### src/sv/ikslv_pkg.sv
package ikslv_pkg;

    typedef enum logic [3:0] {
        S_IDLE,
        S_SQX,
        S_SQY,
        S_SQL,
        S_DIST,
        S_ELEV,
        S_XS,
        S_YS,
        S_HALF,
        S_ANG,
        S_FIN
    } t_state;

    // configuration register indexes
    localparam logic [2:0] CFG_BASE_X       = 3'd0;
    localparam logic [2:0] CFG_BASE_Y       = 3'd1;
    localparam logic [2:0] CFG_LINK_LENGTH  = 3'd2;
    localparam logic [2:0] CFG_SHOULDER_MAX = 3'd3;
    localparam logic [2:0] CFG_SHOULDER_MIN = 3'd4;
    localparam logic [2:0] CFG_ELBOW_MIN    = 3'd5;

    // status codes
    localparam logic [1:0] ST_REACHABLE = 2'd0;
    localparam logic [1:0] ST_BEYOND    = 2'd1;
    localparam logic [1:0] ST_AT_BASE   = 2'd2;

    localparam logic [63:0] PI_Q30 = 64'd3373259426;

    localparam int ATAN_LEN   = 20;
    localparam int ATAN_IDX_W = 5;
    localparam int Z_W        = 33;

    // atan(2^-i) in Q30
    localparam logic [30:0] ATAN_Q30 [ATAN_LEN] = '{
        31'd843314856, 31'd497837829, 31'd263043836, 31'd133525158, 31'd67021686,
        31'd33543515,  31'd16775850,  31'd8388437,   31'd4194282,   31'd2097149,
        31'd1048575,   31'd524287,    31'd262143,    31'd131071,    31'd65535,
        31'd32767,     31'd16383,     31'd8191,      31'd4095,      31'd2047
    };

endpackage

### src/sv/ikslv_sqrt.sv
module ikslv_sqrt #(
    parameter int RAD_W = 52
) (
    input  logic                   i_clk,
    input  logic                   i_rst_n,
    input  logic                   i_start,
    input  logic [RAD_W-1:0]       i_rad,
    output logic                   o_done,
    output logic [RAD_W/2-1:0]     o_root,
    output logic [RAD_W/2+2:0]     o_rem
);

    localparam int RES_W = RAD_W / 2;
    localparam int REM_W = RES_W + 3;
    localparam int CNT_W = $clog2(RES_W);

    logic [RAD_W-1:0] r_rad;
    logic [REM_W-1:0] r_rem;
    logic [RES_W-1:0] r_root;
    logic [CNT_W-1:0] r_cnt;
    logic             r_busy;
    logic             r_done;

    logic [REM_W-1:0] rem_sh;
    logic [REM_W-1:0] trial;
    logic [REM_W-1:0] n_rem;
    logic [RES_W-1:0] n_root;
    logic             last;

    // one result bit per cycle, two radicand bits shifted in
    always_comb begin
        rem_sh = {r_rem[REM_W-3:0], r_rad[RAD_W-1 -: 2]};
        trial  = REM_W'({r_root, 2'b01});
        if (rem_sh >= trial) begin
            n_rem  = rem_sh - trial;
            n_root = {r_root[RES_W-2:0], 1'b1};
        end else begin
            n_rem  = rem_sh;
            n_root = {r_root[RES_W-2:0], 1'b0};
        end
        last = (r_cnt == CNT_W'(RES_W - 1));
    end

    always_ff @(posedge i_clk) begin
        if (!i_rst_n) begin
            r_busy <= 1'b0;
            r_done <= 1'b0;
        end else begin
            r_done <= r_busy && last;
            if (i_start) begin
                r_busy <= 1'b1;
            end else if (last) begin
                r_busy <= 1'b0;
            end
        end
    end

    always_ff @(posedge i_clk) begin
        if (i_start) begin
            r_rad  <= i_rad;
            r_rem  <= '0;
            r_root <= '0;
            r_cnt  <= '0;
        end else if (r_busy) begin
            r_rad  <= {r_rad[RAD_W-3:0], 2'b00};
            r_rem  <= n_rem;
            r_root <= n_root;
            r_cnt  <= r_cnt + 1'b1;
        end
    end

    assign o_done = r_done;
    assign o_root = r_root;
    assign o_rem  = r_rem;

endmodule

### src/sv/ikslv_cordic.sv
module ikslv_cordic #(
    parameter int XW    = 34,
    parameter int STEPS = 14,
    parameter int AF    = 12
) (
    input  logic                          i_clk,
    input  logic                          i_rst_n,
    input  logic                          i_start,
    input  logic signed [XW-1:0]          i_x,
    input  logic signed [XW-1:0]          i_y,
    output logic                          o_done,
    output logic signed [ikslv_pkg::Z_W-1:0] o_angle
);

    localparam int ZW = ikslv_pkg::Z_W;
    localparam int IW = ikslv_pkg::ATAN_IDX_W;

    logic signed [XW-1:0] r_x;
    logic signed [XW-1:0] r_y;
    logic signed [ZW-1:0] r_z;
    logic [IW-1:0]        r_i;
    logic                 r_busy;
    logic                 r_done;

    logic signed [XW-1:0] xs;
    logic signed [XW-1:0] ys;
    logic signed [ZW-1:0] a;
    logic signed [ZW-1:0] zr;
    logic                 last;

    always_comb begin
        xs   = r_x >>> r_i;
        ys   = r_y >>> r_i;
        a    = signed'(ZW'(ikslv_pkg::ATAN_Q30[r_i]));
        last = (r_i == IW'(STEPS - 1));
        zr   = (r_z + signed'(ZW'(64'd1 << (29 - AF)))) >>> (30 - AF);
    end

    always_ff @(posedge i_clk) begin
        if (!i_rst_n) begin
            r_busy <= 1'b0;
            r_done <= 1'b0;
        end else begin
            r_done <= r_busy && last;
            if (i_start) begin
                r_busy <= 1'b1;
            end else if (last) begin
                r_busy <= 1'b0;
            end
        end
    end

    // vectoring: drive y toward zero
    always_ff @(posedge i_clk) begin
        if (i_start) begin
            r_x <= i_x;
            r_y <= i_y;
            r_z <= '0;
            r_i <= '0;
        end else if (r_busy) begin
            if (!r_y[XW-1]) begin
                r_x <= r_x + ys;
                r_y <= r_y - xs;
                r_z <= r_z + a;
            end else begin
                r_x <= r_x - ys;
                r_y <= r_y + xs;
                r_z <= r_z - a;
            end
            r_i <= r_i + 1'b1;
        end
    end

    assign o_done  = r_done;
    assign o_angle = zr;

endmodule

### src/sv/two_link_arm_ik_solver_core.sv
// Two-link inverse kinematics solver, equal links, fixed-point angles.
// Input channel (i_valid/o_ready) takes one target point per transaction;
// output channel (o_valid/i_ready) returns one result per target.
// Config channel (i_cfg_valid/o_cfg_ready, index + data) is always ready;
// write it only while the block is idle.
// Sequence: three squares on one multiplier, then up to three runs of a
// one-bit-per-cycle square root unit and up to two runs of a CORDIC unit.
// Targets at the base or beyond reach skip the later root/CORDIC runs.
// One target is in work at a time; o_ready is high only while idle.
// The result sits in an output register; a stalled receiver holds it and the
// next target may be accepted, but its result waits until the register frees.
// Synchronous reset returns config registers to their defaults and drops
// any target in work.
module two_link_arm_ik_solver_core #(
    parameter int COORD_WIDTH     = 10,
    parameter int ANGLE_FRAC_BITS = 12,
    parameter int CORDIC_STEPS    = 14
) (
    input  logic                   i_clk,
    input  logic                   i_rst_n,
    input  logic                   i_valid,
    output logic                   o_ready,
    input  logic [COORD_WIDTH-1:0] i_target_x,
    input  logic [COORD_WIDTH-1:0] i_target_y,
    output logic                   o_valid,
    input  logic                   i_ready,
    output logic [14:0]            o_distance,
    output logic signed [13:0]     o_target_elevation,
    output logic [12:0]            o_half_angle,
    output logic signed [14:0]     o_shoulder_angle,
    output logic [13:0]            o_elbow_angle,
    output logic signed [15:0]     o_elbow_relative,
    output logic [13:0]            o_complement_angle,
    output logic                   o_shoulder_clamped,
    output logic                   o_elbow_clamped,
    output logic [1:0]             o_status,
    output logic                   o_left_of_base,
    input  logic                   i_cfg_valid,
    output logic                   o_cfg_ready,
    input  logic [2:0]             i_cfg_index,
    input  logic [15:0]            i_cfg_data
);

    localparam int CW    = COORD_WIDTH;
    localparam int AF    = ANGLE_FRAC_BITS;
    localparam int BW    = (CW < 10) ? CW : 10;
    localparam int MW    = (CW > 9) ? CW : 9;
    localparam int D2_W  = (2 * CW + 1 > 20) ? 2 * CW + 1 : 20;
    localparam int SQ_W  = ((D2_W + 31) / 2) * 2;
    localparam int RES_W = SQ_W / 2;
    localparam int XW    = (CW + 24 > RES_W + 4) ? CW + 24 : RES_W + 4;
    localparam int ZW    = ikslv_pkg::Z_W;

    localparam logic signed [19:0] PI_F =
        20'((ikslv_pkg::PI_Q30 + (64'd1 << (29 - AF))) >> (30 - AF));
    localparam logic signed [19:0] HPI_F =
        20'((ikslv_pkg::PI_Q30 + (64'd1 << (30 - AF))) >> (31 - AF));
    localparam logic [12:0] HPI_SAT = (HPI_F > 20'sd8191) ? 13'd8191 : 13'(HPI_F);

    ikslv_pkg::t_state r_state, n_state;

    logic [BW-1:0]       r_base_x, r_base_y;
    logic [8:0]          r_link;
    logic signed [14:0]  r_sh_max, r_sh_min;
    logic [13:0]         r_el_min;

    logic                r_go;
    logic signed [CW:0]  r_dy;
    logic [CW-1:0]       r_adx, r_ady;
    logic                r_left;
    logic [D2_W-1:0]     r_d2, r_reach2;
    logic [RES_W-1:0]    r_xs;
    logic [14:0]         r_dist;
    logic signed [13:0]  r_elev;
    logic [12:0]         r_half;
    logic [1:0]          r_status;
    logic signed [14:0]  r_sh;
    logic                r_sh_cl;
    logic [13:0]         r_el;
    logic                r_el_cl;

    logic                r_out_valid;
    logic [14:0]         r_o_dist;
    logic signed [13:0]  r_o_elev;
    logic [12:0]         r_o_half;
    logic signed [14:0]  r_o_sh;
    logic [13:0]         r_o_el;
    logic signed [15:0]  r_o_rel;
    logic [13:0]         r_o_comp;
    logic                r_o_sh_cl, r_o_el_cl, r_o_left;
    logic [1:0]          r_o_status;

    logic                accept;
    logic                unit_state;
    logic                sq_start, cd_start;
    logic [SQ_W-1:0]     sq_rad;
    logic                sq_done;
    logic [RES_W-1:0]    sq_root;
    logic [RES_W+2:0]    sq_rem;
    logic signed [XW-1:0] cd_x, cd_y;
    logic                cd_done;
    logic signed [ZW-1:0] cd_angle;

    logic [MW-1:0]       mul_a;
    logic [2*MW-1:0]     prod;
    logic signed [CW:0]  dx_in, dy_in;
    logic [RES_W:0]      dist_rnd;
    logic [D2_W-1:0]     reach_diff;
    logic signed [15:0]  sh_raw;
    logic signed [18:0]  el_raw;
    logic signed [18:0]  el_flr;
    logic signed [19:0]  rel_raw;
    logic signed [19:0]  comp_raw;
    logic                out_free;

    assign accept      = i_valid && o_ready;
    assign o_ready     = (r_state == ikslv_pkg::S_IDLE);
    assign o_cfg_ready = 1'b1;
    assign out_free    = !r_out_valid || i_ready;

    always_ff @(posedge i_clk) begin
        if (!i_rst_n) begin
            r_base_x <= BW'(160);
            r_base_y <= BW'(120);
            r_link   <= 9'd50;
            r_sh_max <= 15'sd12868;
            r_sh_min <= 15'sd0;
            r_el_min <= 14'd4289;
        end else if (i_cfg_valid) begin
            unique case (i_cfg_index)
                ikslv_pkg::CFG_BASE_X:       r_base_x <= i_cfg_data[BW-1:0];
                ikslv_pkg::CFG_BASE_Y:       r_base_y <= i_cfg_data[BW-1:0];
                ikslv_pkg::CFG_LINK_LENGTH:  r_link   <= i_cfg_data[8:0];
                ikslv_pkg::CFG_SHOULDER_MAX: r_sh_max <= signed'(i_cfg_data[14:0]);
                ikslv_pkg::CFG_SHOULDER_MIN: r_sh_min <= signed'(i_cfg_data[14:0]);
                ikslv_pkg::CFG_ELBOW_MIN:    r_el_min <= i_cfg_data[13:0];
                default: ;
            endcase
        end
    end

    // shared multiplier and unit operands
    always_comb begin
        dx_in = signed'((CW+1)'(r_base_x)) - signed'({1'b0, i_target_x});
        dy_in = signed'((CW+1)'(r_base_y)) - signed'({1'b0, i_target_y});
        case (r_state)
            ikslv_pkg::S_SQX: mul_a = MW'(r_adx);
            ikslv_pkg::S_SQY: mul_a = MW'(r_ady);
            default:          mul_a = MW'(r_link);
        endcase
        prod       = mul_a * mul_a;
        reach_diff = r_reach2 - r_d2;
        case (r_state)
            ikslv_pkg::S_DIST: sq_rad = SQ_W'(r_d2) << 8;
            ikslv_pkg::S_XS:   sq_rad = SQ_W'(r_d2) << 30;
            default:           sq_rad = SQ_W'(reach_diff) << 30;
        endcase
        if (r_state == ikslv_pkg::S_ELEV) begin
            cd_x = XW'(signed'({1'b0, r_adx})) <<< 20;
            cd_y = XW'(r_dy) <<< 20;
        end else begin
            cd_x = signed'(XW'(r_xs));
            cd_y = signed'(XW'(sq_root));
        end
        dist_rnd = (RES_W+1)'(sq_root) + (RES_W+1)'((RES_W+3)'(sq_root) < sq_rem);
    end

    // sequencer
    always_comb begin
        n_state    = r_state;
        unit_state = 1'b0;
        sq_start   = 1'b0;
        cd_start   = 1'b0;
        unique case (r_state)
            ikslv_pkg::S_IDLE: if (i_valid) n_state = ikslv_pkg::S_SQX;
            ikslv_pkg::S_SQX:  n_state = ikslv_pkg::S_SQY;
            ikslv_pkg::S_SQY:  n_state = ikslv_pkg::S_SQL;
            ikslv_pkg::S_SQL:  n_state = ikslv_pkg::S_DIST;
            ikslv_pkg::S_DIST: begin
                unit_state = 1'b1;
                sq_start   = !r_go;
                if (sq_done) n_state = ikslv_pkg::S_ELEV;
            end
            ikslv_pkg::S_ELEV: begin
                if (r_d2 == '0) begin
                    n_state = ikslv_pkg::S_ANG;
                end else begin
                    unit_state = 1'b1;
                    cd_start   = !r_go;
                    if (cd_done) begin
                        n_state = (r_d2 > r_reach2) ? ikslv_pkg::S_ANG : ikslv_pkg::S_XS;
                    end
                end
            end
            ikslv_pkg::S_XS: begin
                unit_state = 1'b1;
                sq_start   = !r_go;
                if (sq_done) n_state = ikslv_pkg::S_YS;
            end
            ikslv_pkg::S_YS: begin
                unit_state = 1'b1;
                sq_start   = !r_go;
                if (sq_done) begin
                    n_state = (sq_root == '0) ? ikslv_pkg::S_ANG : ikslv_pkg::S_HALF;
                end
            end
            ikslv_pkg::S_HALF: begin
                unit_state = 1'b1;
                cd_start   = !r_go;
                if (cd_done) n_state = ikslv_pkg::S_ANG;
            end
            ikslv_pkg::S_ANG:  n_state = ikslv_pkg::S_FIN;
            ikslv_pkg::S_FIN:  if (out_free) n_state = ikslv_pkg::S_IDLE;
            default:           n_state = ikslv_pkg::S_IDLE;
        endcase
    end

    always_ff @(posedge i_clk) begin
        if (!i_rst_n) begin
            r_state     <= ikslv_pkg::S_IDLE;
            r_go        <= 1'b0;
            r_out_valid <= 1'b0;
        end else begin
            r_state <= n_state;
            if (sq_start || cd_start) begin
                r_go <= 1'b1;
            end else if (sq_done || cd_done || !unit_state) begin
                r_go <= 1'b0;
            end
            if (r_state == ikslv_pkg::S_FIN && out_free) begin
                r_out_valid <= 1'b1;
            end else if (i_ready) begin
                r_out_valid <= 1'b0;
            end
        end
    end

    // angle stage
    always_comb begin
        sh_raw   = 16'(r_elev) + signed'({3'b000, r_half});
        el_raw   = 19'(PI_F) - signed'({5'b00000, r_half, 1'b0});
        el_flr   = el_raw[18] ? '0 : el_raw;
        rel_raw  = signed'({6'b000000, r_el}) - PI_F + 20'(r_sh);
        comp_raw = HPI_F - 20'(r_elev);
    end

    always_ff @(posedge i_clk) begin
        if (accept) begin
            r_dy     <= dy_in;
            r_adx    <= dx_in[CW] ? CW'(-dx_in) : dx_in[CW-1:0];
            r_ady    <= dy_in[CW] ? CW'(-dy_in) : dy_in[CW-1:0];
            r_left   <= i_target_x < CW'(r_base_x);
            r_elev   <= '0;
            r_half   <= HPI_SAT;
            r_status <= ikslv_pkg::ST_AT_BASE;
        end
        case (r_state)
            ikslv_pkg::S_SQX: r_d2 <= D2_W'(prod);
            ikslv_pkg::S_SQY: r_d2 <= r_d2 + D2_W'(prod);
            ikslv_pkg::S_SQL: r_reach2 <= D2_W'(prod) << 2;
            ikslv_pkg::S_DIST: begin
                if (sq_done) begin
                    r_dist <= (dist_rnd > (RES_W+1)'(32767)) ? 15'd32767 : 15'(dist_rnd);
                end
            end
            ikslv_pkg::S_ELEV: begin
                if (cd_done) begin
                    if (cd_angle > ZW'(8191)) begin
                        r_elev <= 14'sd8191;
                    end else if (cd_angle < -ZW'(8192)) begin
                        r_elev <= -14'sd8192;
                    end else begin
                        r_elev <= 14'(cd_angle);
                    end
                    r_half   <= '0;
                    r_status <= (r_d2 > r_reach2) ? ikslv_pkg::ST_BEYOND
                                                  : ikslv_pkg::ST_REACHABLE;
                end
            end
            ikslv_pkg::S_XS: if (sq_done) r_xs <= sq_root;
            ikslv_pkg::S_HALF: begin
                if (cd_done) begin
                    if (cd_angle[ZW-1]) begin
                        r_half <= '0;
                    end else if (cd_angle > ZW'(8191)) begin
                        r_half <= 13'd8191;
                    end else begin
                        r_half <= 13'(cd_angle);
                    end
                end
            end
            ikslv_pkg::S_ANG: begin
                if (sh_raw > 16'(r_sh_max)) begin
                    r_sh    <= r_sh_max;
                    r_sh_cl <= 1'b1;
                end else if (sh_raw < 16'(r_sh_min)) begin
                    r_sh    <= r_sh_min;
                    r_sh_cl <= 1'b1;
                end else begin
                    r_sh    <= 15'(sh_raw);
                    r_sh_cl <= 1'b0;
                end
                // floor at zero first, then raise to the elbow minimum
                if (el_flr < signed'({5'b00000, r_el_min})) begin
                    r_el    <= r_el_min;
                    r_el_cl <= 1'b1;
                end else begin
                    r_el    <= (el_flr > 19'sd16383) ? 14'd16383 : 14'(el_flr);
                    r_el_cl <= 1'b0;
                end
            end
            ikslv_pkg::S_FIN: begin
                if (out_free) begin
                    r_o_dist   <= r_dist;
                    r_o_elev   <= r_elev;
                    r_o_half   <= r_half;
                    r_o_sh     <= r_sh;
                    r_o_el     <= r_el;
                    if (rel_raw > 20'sd32767) begin
                        r_o_rel <= 16'sh7FFF;
                    end else if (rel_raw < -20'sd32768) begin
                        r_o_rel <= -16'sd32768;
                    end else begin
                        r_o_rel <= 16'(rel_raw);
                    end
                    if (comp_raw[19]) begin
                        r_o_comp <= '0;
                    end else if (comp_raw > 20'sd16383) begin
                        r_o_comp <= 14'd16383;
                    end else begin
                        r_o_comp <= 14'(comp_raw);
                    end
                    r_o_sh_cl  <= r_sh_cl;
                    r_o_el_cl  <= r_el_cl;
                    r_o_status <= r_status;
                    r_o_left   <= r_left;
                end
            end
            default: ;
        endcase
    end

    ikslv_sqrt #(
        .RAD_W (SQ_W)
    ) u_sqrt (
        .i_clk   (i_clk),
        .i_rst_n (i_rst_n),
        .i_start (sq_start),
        .i_rad   (sq_rad),
        .o_done  (sq_done),
        .o_root  (sq_root),
        .o_rem   (sq_rem)
    );

    ikslv_cordic #(
        .XW    (XW),
        .STEPS (CORDIC_STEPS),
        .AF    (AF)
    ) u_cordic (
        .i_clk   (i_clk),
        .i_rst_n (i_rst_n),
        .i_start (cd_start),
        .i_x     (cd_x),
        .i_y     (cd_y),
        .o_done  (cd_done),
        .o_angle (cd_angle)
    );

    assign o_valid            = r_out_valid;
    assign o_distance         = r_o_dist;
    assign o_target_elevation = r_o_elev;
    assign o_half_angle       = r_o_half;
    assign o_shoulder_angle   = r_o_sh;
    assign o_elbow_angle      = r_o_el;
    assign o_elbow_relative   = r_o_rel;
    assign o_complement_angle = r_o_comp;
    assign o_shoulder_clamped = r_o_sh_cl;
    assign o_elbow_clamped    = r_o_el_cl;
    assign o_status           = r_o_status;
    assign o_left_of_base     = r_o_left;

endmodule

### config.mk
export PLATFORM = sky130hd
export DESIGN_NAME = two_link_arm_ik_solver_core
export DESIGN_NICKNAME = d
export VERILOG_FILES = /design/src/sv/ikslv_pkg.sv /design/src/sv/ikslv_sqrt.sv /design/src/sv/ikslv_cordic.sv /design/src/sv/two_link_arm_ik_solver_core.sv
export SDC_FILE = /design/constraint.sdc
export NUM_CORES = 2
export LEC_CHECK = 0
export ABC_AREA = 1
export BUFFER_PORTS_ARGS = -buffer_cell sky130_fd_sc_hd__buf_2
export CAP_MARGIN = 20
export CORE_UTILIZATION = 29
export DETAILED_ROUTE_END_ITERATION = 10
export PLACE_DENSITY_LB_ADDON = 0.1
export SLEW_MARGIN = 20
export SYNTH_ARGS = -nofsm -noshare
export SYNTH_HDL_FRONTEND = slang
export SYNTH_SLANG_ARGS = --single-unit
### constraint.sdc
create_clock -name i_clk -period 12 [get_ports i_clk]
set_clock_uncertainty 0.05 [all_clocks]
set_input_delay 0.6 -clock i_clk [delete_from_list [all_inputs] [get_ports i_clk]]
set_output_delay 0.6 -clock i_clk [all_outputs]
set_load 0.01 [all_outputs]
### Yosys cells after proc, flatten, opt, wreduce, memory -nomap -nowiden

Memories as Yosys holds them, arrays and structs flattened.
Index checks and enable logic that the tools add are counted.
Widths: inputs -> output; s select.

* bits in registers: 580
* bits in read-only memories: 992
* output and inout port bits: 109
* word-level logic and storage cells: 215
* memories: 1

* add/sub/neg operators: 22
* multiply operators: 1
* $lt $le $gt $ge: 15
* equality and inequality tests: 24
* shift operators: 2
* multiplexer cells: 68
* bitwise logic cells: 1
* reduce and logical (&&, ||, !) cells: 34

Memory list
* (name not given): depth 32, bits a word 31, read ports 1, clocked after memory_dff 0, write ports 0, RTL line ikslv_cordic.sv:34 `a = signed'(ZW'(ikslv_pkg::ATAN_Q30[r_i]));`

Operator list (number)
* $mux 34: 7
* $mux 14: 8
* $mux 52: 2
* $pmux 51 s2: 1
* $add 34x34->34: 2
* $sshr 34x5->34: 2
* $sub 34x34->34: 2
* $mux 13: 5
* $mux 31: 2
* $pmux 4 s11: 1
* $pmux 21 s2: 1
* $mux 4: 9
* $add 33x19->33 const B: 1
* $add 33x32->33: 1
* $mux 33: 1
* $sub 33x32->33: 1
* $mux 15: 2
* $mux 30: 1
* $sub 14x14->15 const A: 2
* $ge 29x28->1: 1
* $lt 26x29->1: 1
* $mux 29: 1
* $sub 29x28->29: 1
* $add 26x1->27: 1
* 55 further kinds: 111

### Longest topological paths before layout

* depth in word-level cells: 7
* depth in mapped cells: 40

### Hierarchy

A second synthesis with hierarchy kept.

* cell total of the unflattened synthesis: 6833
* area total of the unflattened synthesis: 48270.0 sq um

Modules (own cells, without submodules)
* two_link_arm_ik_solver_core: times used 1, cells each 3016, area an instance 24524.8 sq um, sequential area each 9609.2 sq um
* ikslv_cordic: times used 1, cells each 2847, area an instance 16881.2 sq um, sequential area each 2842.7 sq um
* ikslv_sqrt: times used 1, cells each 970, area an instance 6864.1 sq um, sequential area each 2802.7 sq um

### Least setup slack after synthesis

OpenSTA, ideal clock, no wires.

* kind: reg-to-reg
* from: register r_state[3]
* to: register r_d2[19] (data pin)
* arrival: 7.496 ns
* data required time: 11.685 ns
* slack: 4.189 ns
* stages on the path, launching flop included: 35
* clock period less this slack: 7.811 ns
* cell sequence: dfxtp_1 > nor2_1 > buf_4 > nand2_1 > nand2_1 > inv_2 > a21oi_1 > clkinv_1 > nand2_1 > fa_1 > fa_1 > inv_1 > fa_1 > fa_1 > inv_1 > fa_1 > inv_1 > ha_1 > a21oi_1 > a21boi_0 > o21ai_0 > nand2_1 > nand2_1 > nand2_1 > nand2_1 > xor2_1 > ha_1 > a21o_1 > a221oi_1 > nand3_1 > nand3_1 > nand2_1 > or2_2 > nand3_1 > o21ai_1

* longest elaborated chain between the ends: 5
* elaborated cells between the ends (all ways): 6
* those cells by class: add/sub: 1; mul: 1; eq/ne: 2; mux: 2

Ends and longest elaborated chain
* from (decl): RTL line two_link_arm_ik_solver_core.sv:60 `ikslv_pkg::t_state r_state, n_state;`
* from (signal assigned): RTL line two_link_arm_ik_solver_core.sv:220 `r_state <= ikslv_pkg::S_IDLE;`
* from (signal assigned): RTL line two_link_arm_ik_solver_core.sv:224 `r_state <= n_state;`
* $eq 4x2->1 / $eq 4x1->1 (equally long branches): RTL line two_link_arm_ik_solver_core.sv:146 `case (r_state)`
* $pmux 10 s2 (*): RTL line two_link_arm_ik_solver_core.sv:146
* $mul 10x10->20 (*): RTL line two_link_arm_ik_solver_core.sv:151 `prod = mul_a * mul_a;`
* via prod[14]: RTL line two_link_arm_ik_solver_core.sv:105 `logic [2*MW-1:0] prod;`
* $add 21x20->21 (*): RTL line two_link_arm_ik_solver_core.sv:259 `ikslv_pkg::S_SQY: r_d2 <= r_d2 + D2_W'(prod);`
* $pmux 21 s2 (*): RTL line two_link_arm_ik_solver_core.sv:257 `case (r_state)`
* to (signal assigned): RTL line two_link_arm_ik_solver_core.sv:258 `ikslv_pkg::S_SQX: r_d2 <= D2_W'(prod);`
* to (signal assigned): RTL line two_link_arm_ik_solver_core.sv:259
* to (decl): RTL line two_link_arm_ik_solver_core.sv:71 `logic [D2_W-1:0] r_d2, r_reach2;`

The timed path passes the listed nets; every way through them passes the cells marked *.
A chain may end at the register's enable or synchronous reset.

### Worst setup path in the final report

Same ends and word-level chain as after synthesis.

==> summary.md <==
| Metric | Value |
|---|---|
| Slew HR | `26.7%` |
| Synthesis-to-finish area growth | `12.0%` |
| Pre-CTS WS | `2610 ps` |
| Post-CTS sizing | `0` |
| Largest net degree at the start of global routing | `just over 70` |
| Mapped Cells | `slightly below 6k` |
| Fillers | `roughly 16k` |
| Fin crit share | `between 70% and 80%` |
| Core Footprint | `roughly 0.15 sq mm` |
| Placed Instances | `approximately 8k` |
| First-pass GRT wire length | `241000 um` |
| Fin crit period | `between 9000 and 10000 ps` |
| Seq/Total Area, Yosys | `~34%` |
| Area after DPL | `0.0469 sq mm` |
| Power share of the combinational group | `around 66%` |
| Most frequent CP cell | `nand2_1` |
| P_sw | `slightly below 8 mW` |
| Leakage | `roughly 22 nW` |
| Routed Wire Length | `160000 um` |
| RSZ-0062 raised after global routing | `no` |
| H-tree depth | `3` |
| FF+latch count, synth | `570` |
| Int Pwr | `roughly 7.4 mW` |
| Routed Antenna Nets | `0` |
| Max clock buf depth | `3` |
| Switching share of power | `51.3%` |
| Max Fclk | `between 100 and 150 MHz` |
| Clk slew on worst S/H paths | `60 ps` |
| Vias in the first global route | `between 30k and 40k` |
| Peak VDD IR | `roughly 380 uV` |
| I/O pin count | `between 150 and 200` |
| Hold crit path type | `in2reg` |
| GPL Wtd Cong | `0.922` |
| Top cell type's share of synthesized area | `between 20% and 30%` |
| EDFF count, synth | `360` |
| Die Height | `just under 400 um` |
| Via density | `between 4 and 5` |
| WHS | `a little under 200 ps` |
| Share of synthesized registers carrying an async set or reset | `0%` |
| Final Hold Fails | `0` |
| Vias | `between 40k and 50k` |
| Die span in x | `about 390 um` |
| Endpoints failing setup | `0` |
| Antenna violations before repair | `1` |
| Yosys cell types | `62` |
| FF+latch area | `between 0.015 and 0.02 sq mm` |
| Wire per inst | `~20 um` |
| Sequential Power Share | `18.4%` |
| Most frequent cell after synthesis | `nand2_1` |
| Synth area leaders | `edfxtp_1, nand2_1, ha_1, dfxtp_1, inv_1` |
| Commonest cells in the netlist | `nand2_1, inv_1, nand3_1` |
| Fin area | `around 0.049 sq mm` |
| Syn Area/Cell | `between 7 and 8 sq um` |
| CTS Sinks | `570` |
| # DRC | `0` |
| Die ar. | `about 0.15 sq mm` |
| CP max-delay cell | `nor2_1` |
| GRT Overall Usage | `between 20% and 30%` |
| Count of standard-cell rows | `142` |
| # Post-CTS Setup Buffers | `0` |
| CTS Buf Count | `75` |
| CP required | `between 10000 and 15000 ps` |
| Hold-fix buffers at CTS | `0` |
| Number of DRC markers in iteration 0 | `2615` |
| Critical path's largest stage delay | `~570 ps` |
| WP data arrival | `9710 ps` |
| GRT overflow | `0` |
| Antenna Cells | `0` |
| CP top delay family | `adder cells` |
| Outcome | `finished clean` |
| Mapped Area | `between 0.04 and 0.05 sq mm` |
| Drt first pass iters | `6` |
| Root Driver | `clkbuf_16` |
| Worst setup EP type | `flop` |
| Setup_tns | `0 ps` |
| Fraction of layout cells with a size suffix above 1 | `around 7%` |
| Final WS setup | `2670 ps` |
| PwrDens | `~310 mW/mm^2` |
| CTS tree | `done` |
| Leading area contributor after synthesis | `edfxtp_1` |
| Slew Viols, Final | `0` |
| Max cap viols | `0` |
| Critical Path Start Type | `flop` |
| Nets | `6426` |
| Port Buf Inserts | `150` |
| CP bufs+invs | `7` |
| Clock power share | `between 15 and 20%` |
| Primary FF master, synth | `edfxtp_1` |
| Syn Nets | `approximately 6.3k` |
| Layout Cells excl Fill | `8050` |
| Max Fanout on Critical Path | `30` |
| Multi-input gate area | `between 0.02 and 0.03 sq mm` |
| Crit Path Class | `reg2reg` |
| Hpwl dp | `124000 um` |
| Ys Warns | `0` |
| Initial core utilization | `approximately 30%` |
| Worst skew pair latency | `700 ps` |
| Measured slew at the worst slew-check pin | `1100 ps` |
logic make-up after synthesis:
| logic type | share of synthesized area [%] |
|---|---|
| fa+ha+maj | 12.6 |
| compound gates | 15.3 |
| mux | 0.0227 |
| xor+xnor | 5.90 |
| other cells | 0.00850 |
| buf+inv | 8.37 |
| flops | 34.0 |
| simple gates | 23.8 |
placed cells by master, fill, tap and decap left out, drive strengths merged, types with 26 or more instances in the layout:
cell	n
a21oi	434
a22oi	38
a31oi	35
buf	191
clkbuf	95
clkinv	37
dfxtp	210
edfxtp	360
fa	56
ha	355
inv	760
nand2	1311
nand3	501
nand4	46
nor2	479
nor3	70
nor4	26
o211ai	37
o21ai	466
o221ai	26
o22ai	26
xnor2	92
xor2	205
state kept, by name, indices dropped and copies added (netlist names), 15 cells and up:
| register | count |
|---|---|
| o_distance | 15 |
| o_elbow_relative | 16 |
| o_shoulder_angle | 15 |
| r_d2 | 21 |
| r_dist | 15 |
| r_reach2 | 18 |
| r_sh | 15 |
| r_sh_max | 15 |
| r_sh_min | 15 |
| r_xs | 26 |
| u_cordic.r_x | 34 |
| u_cordic.r_y | 34 |
| u_cordic.r_z | 33 |
| u_sqrt.o_rem | 29 |
| u_sqrt.o_root | 26 |
| u_sqrt.r_rad | 44 |
through the flow:
stage / util, % / power [mW]
4_1_cts: 32.9 / 15.3
6_report: 32.9 / 15.2
2_1_floorplan: - / 10.3
3_5_place_dp: 31.2 / 12.9
5_1_grt: 32.9 / 16.7
3_3_place_gp: 31.2 / 12.9
power by group through the flow:
stage	registers (mW)	clock network, mW	logic, mW
after floorplan	2.73	0	7.56
after global placement	2.84	0	10.1
after detailed placement	2.84	0	10.0
after CTS	2.80	2.41	10.1
after global routing	2.82	2.48	11.4
final	2.79	2.33	10.1
path summary, 6_finish.rpt:
check,from,end,slack [ps],cells after the start
worst max-delay path,r_state[3],r_d2[19],2670,36
worst min-delay path,i_cfg_data[12],r_el_min[12],190,3
worst max register to register,r_state[3],r_d2[19],2670,36
worst min register to register,r_dist[14],o_distance[14],360,0
routing by layer:
layer / GRT usage, % / vias up / share of wire (%)
met1: 28.2 / 19099 / 48
met4: 5.04 / 0 / 2.2
met3: 2.09 / 184 / 3.4
li1: - / 20032 / -
met5: 0 / - / 0
met2: 34.2 / 718 / 47
tightest hold or removal path, stage by stage:
cell,delay (ps)
buf_2,160
nand2_1,70
o211ai_1,70
cell type report:
class	count	area share, %
clock inverters	45	1.00
multi-input cells	4370	51.5
repair buffers	191	2.17
inverters	763	5.79
well taps	2016	5.10
clock buffers	95	4.05
flip-flops and latches	570	30.4
Note: power is estimated with default switching activity, not from simulation.
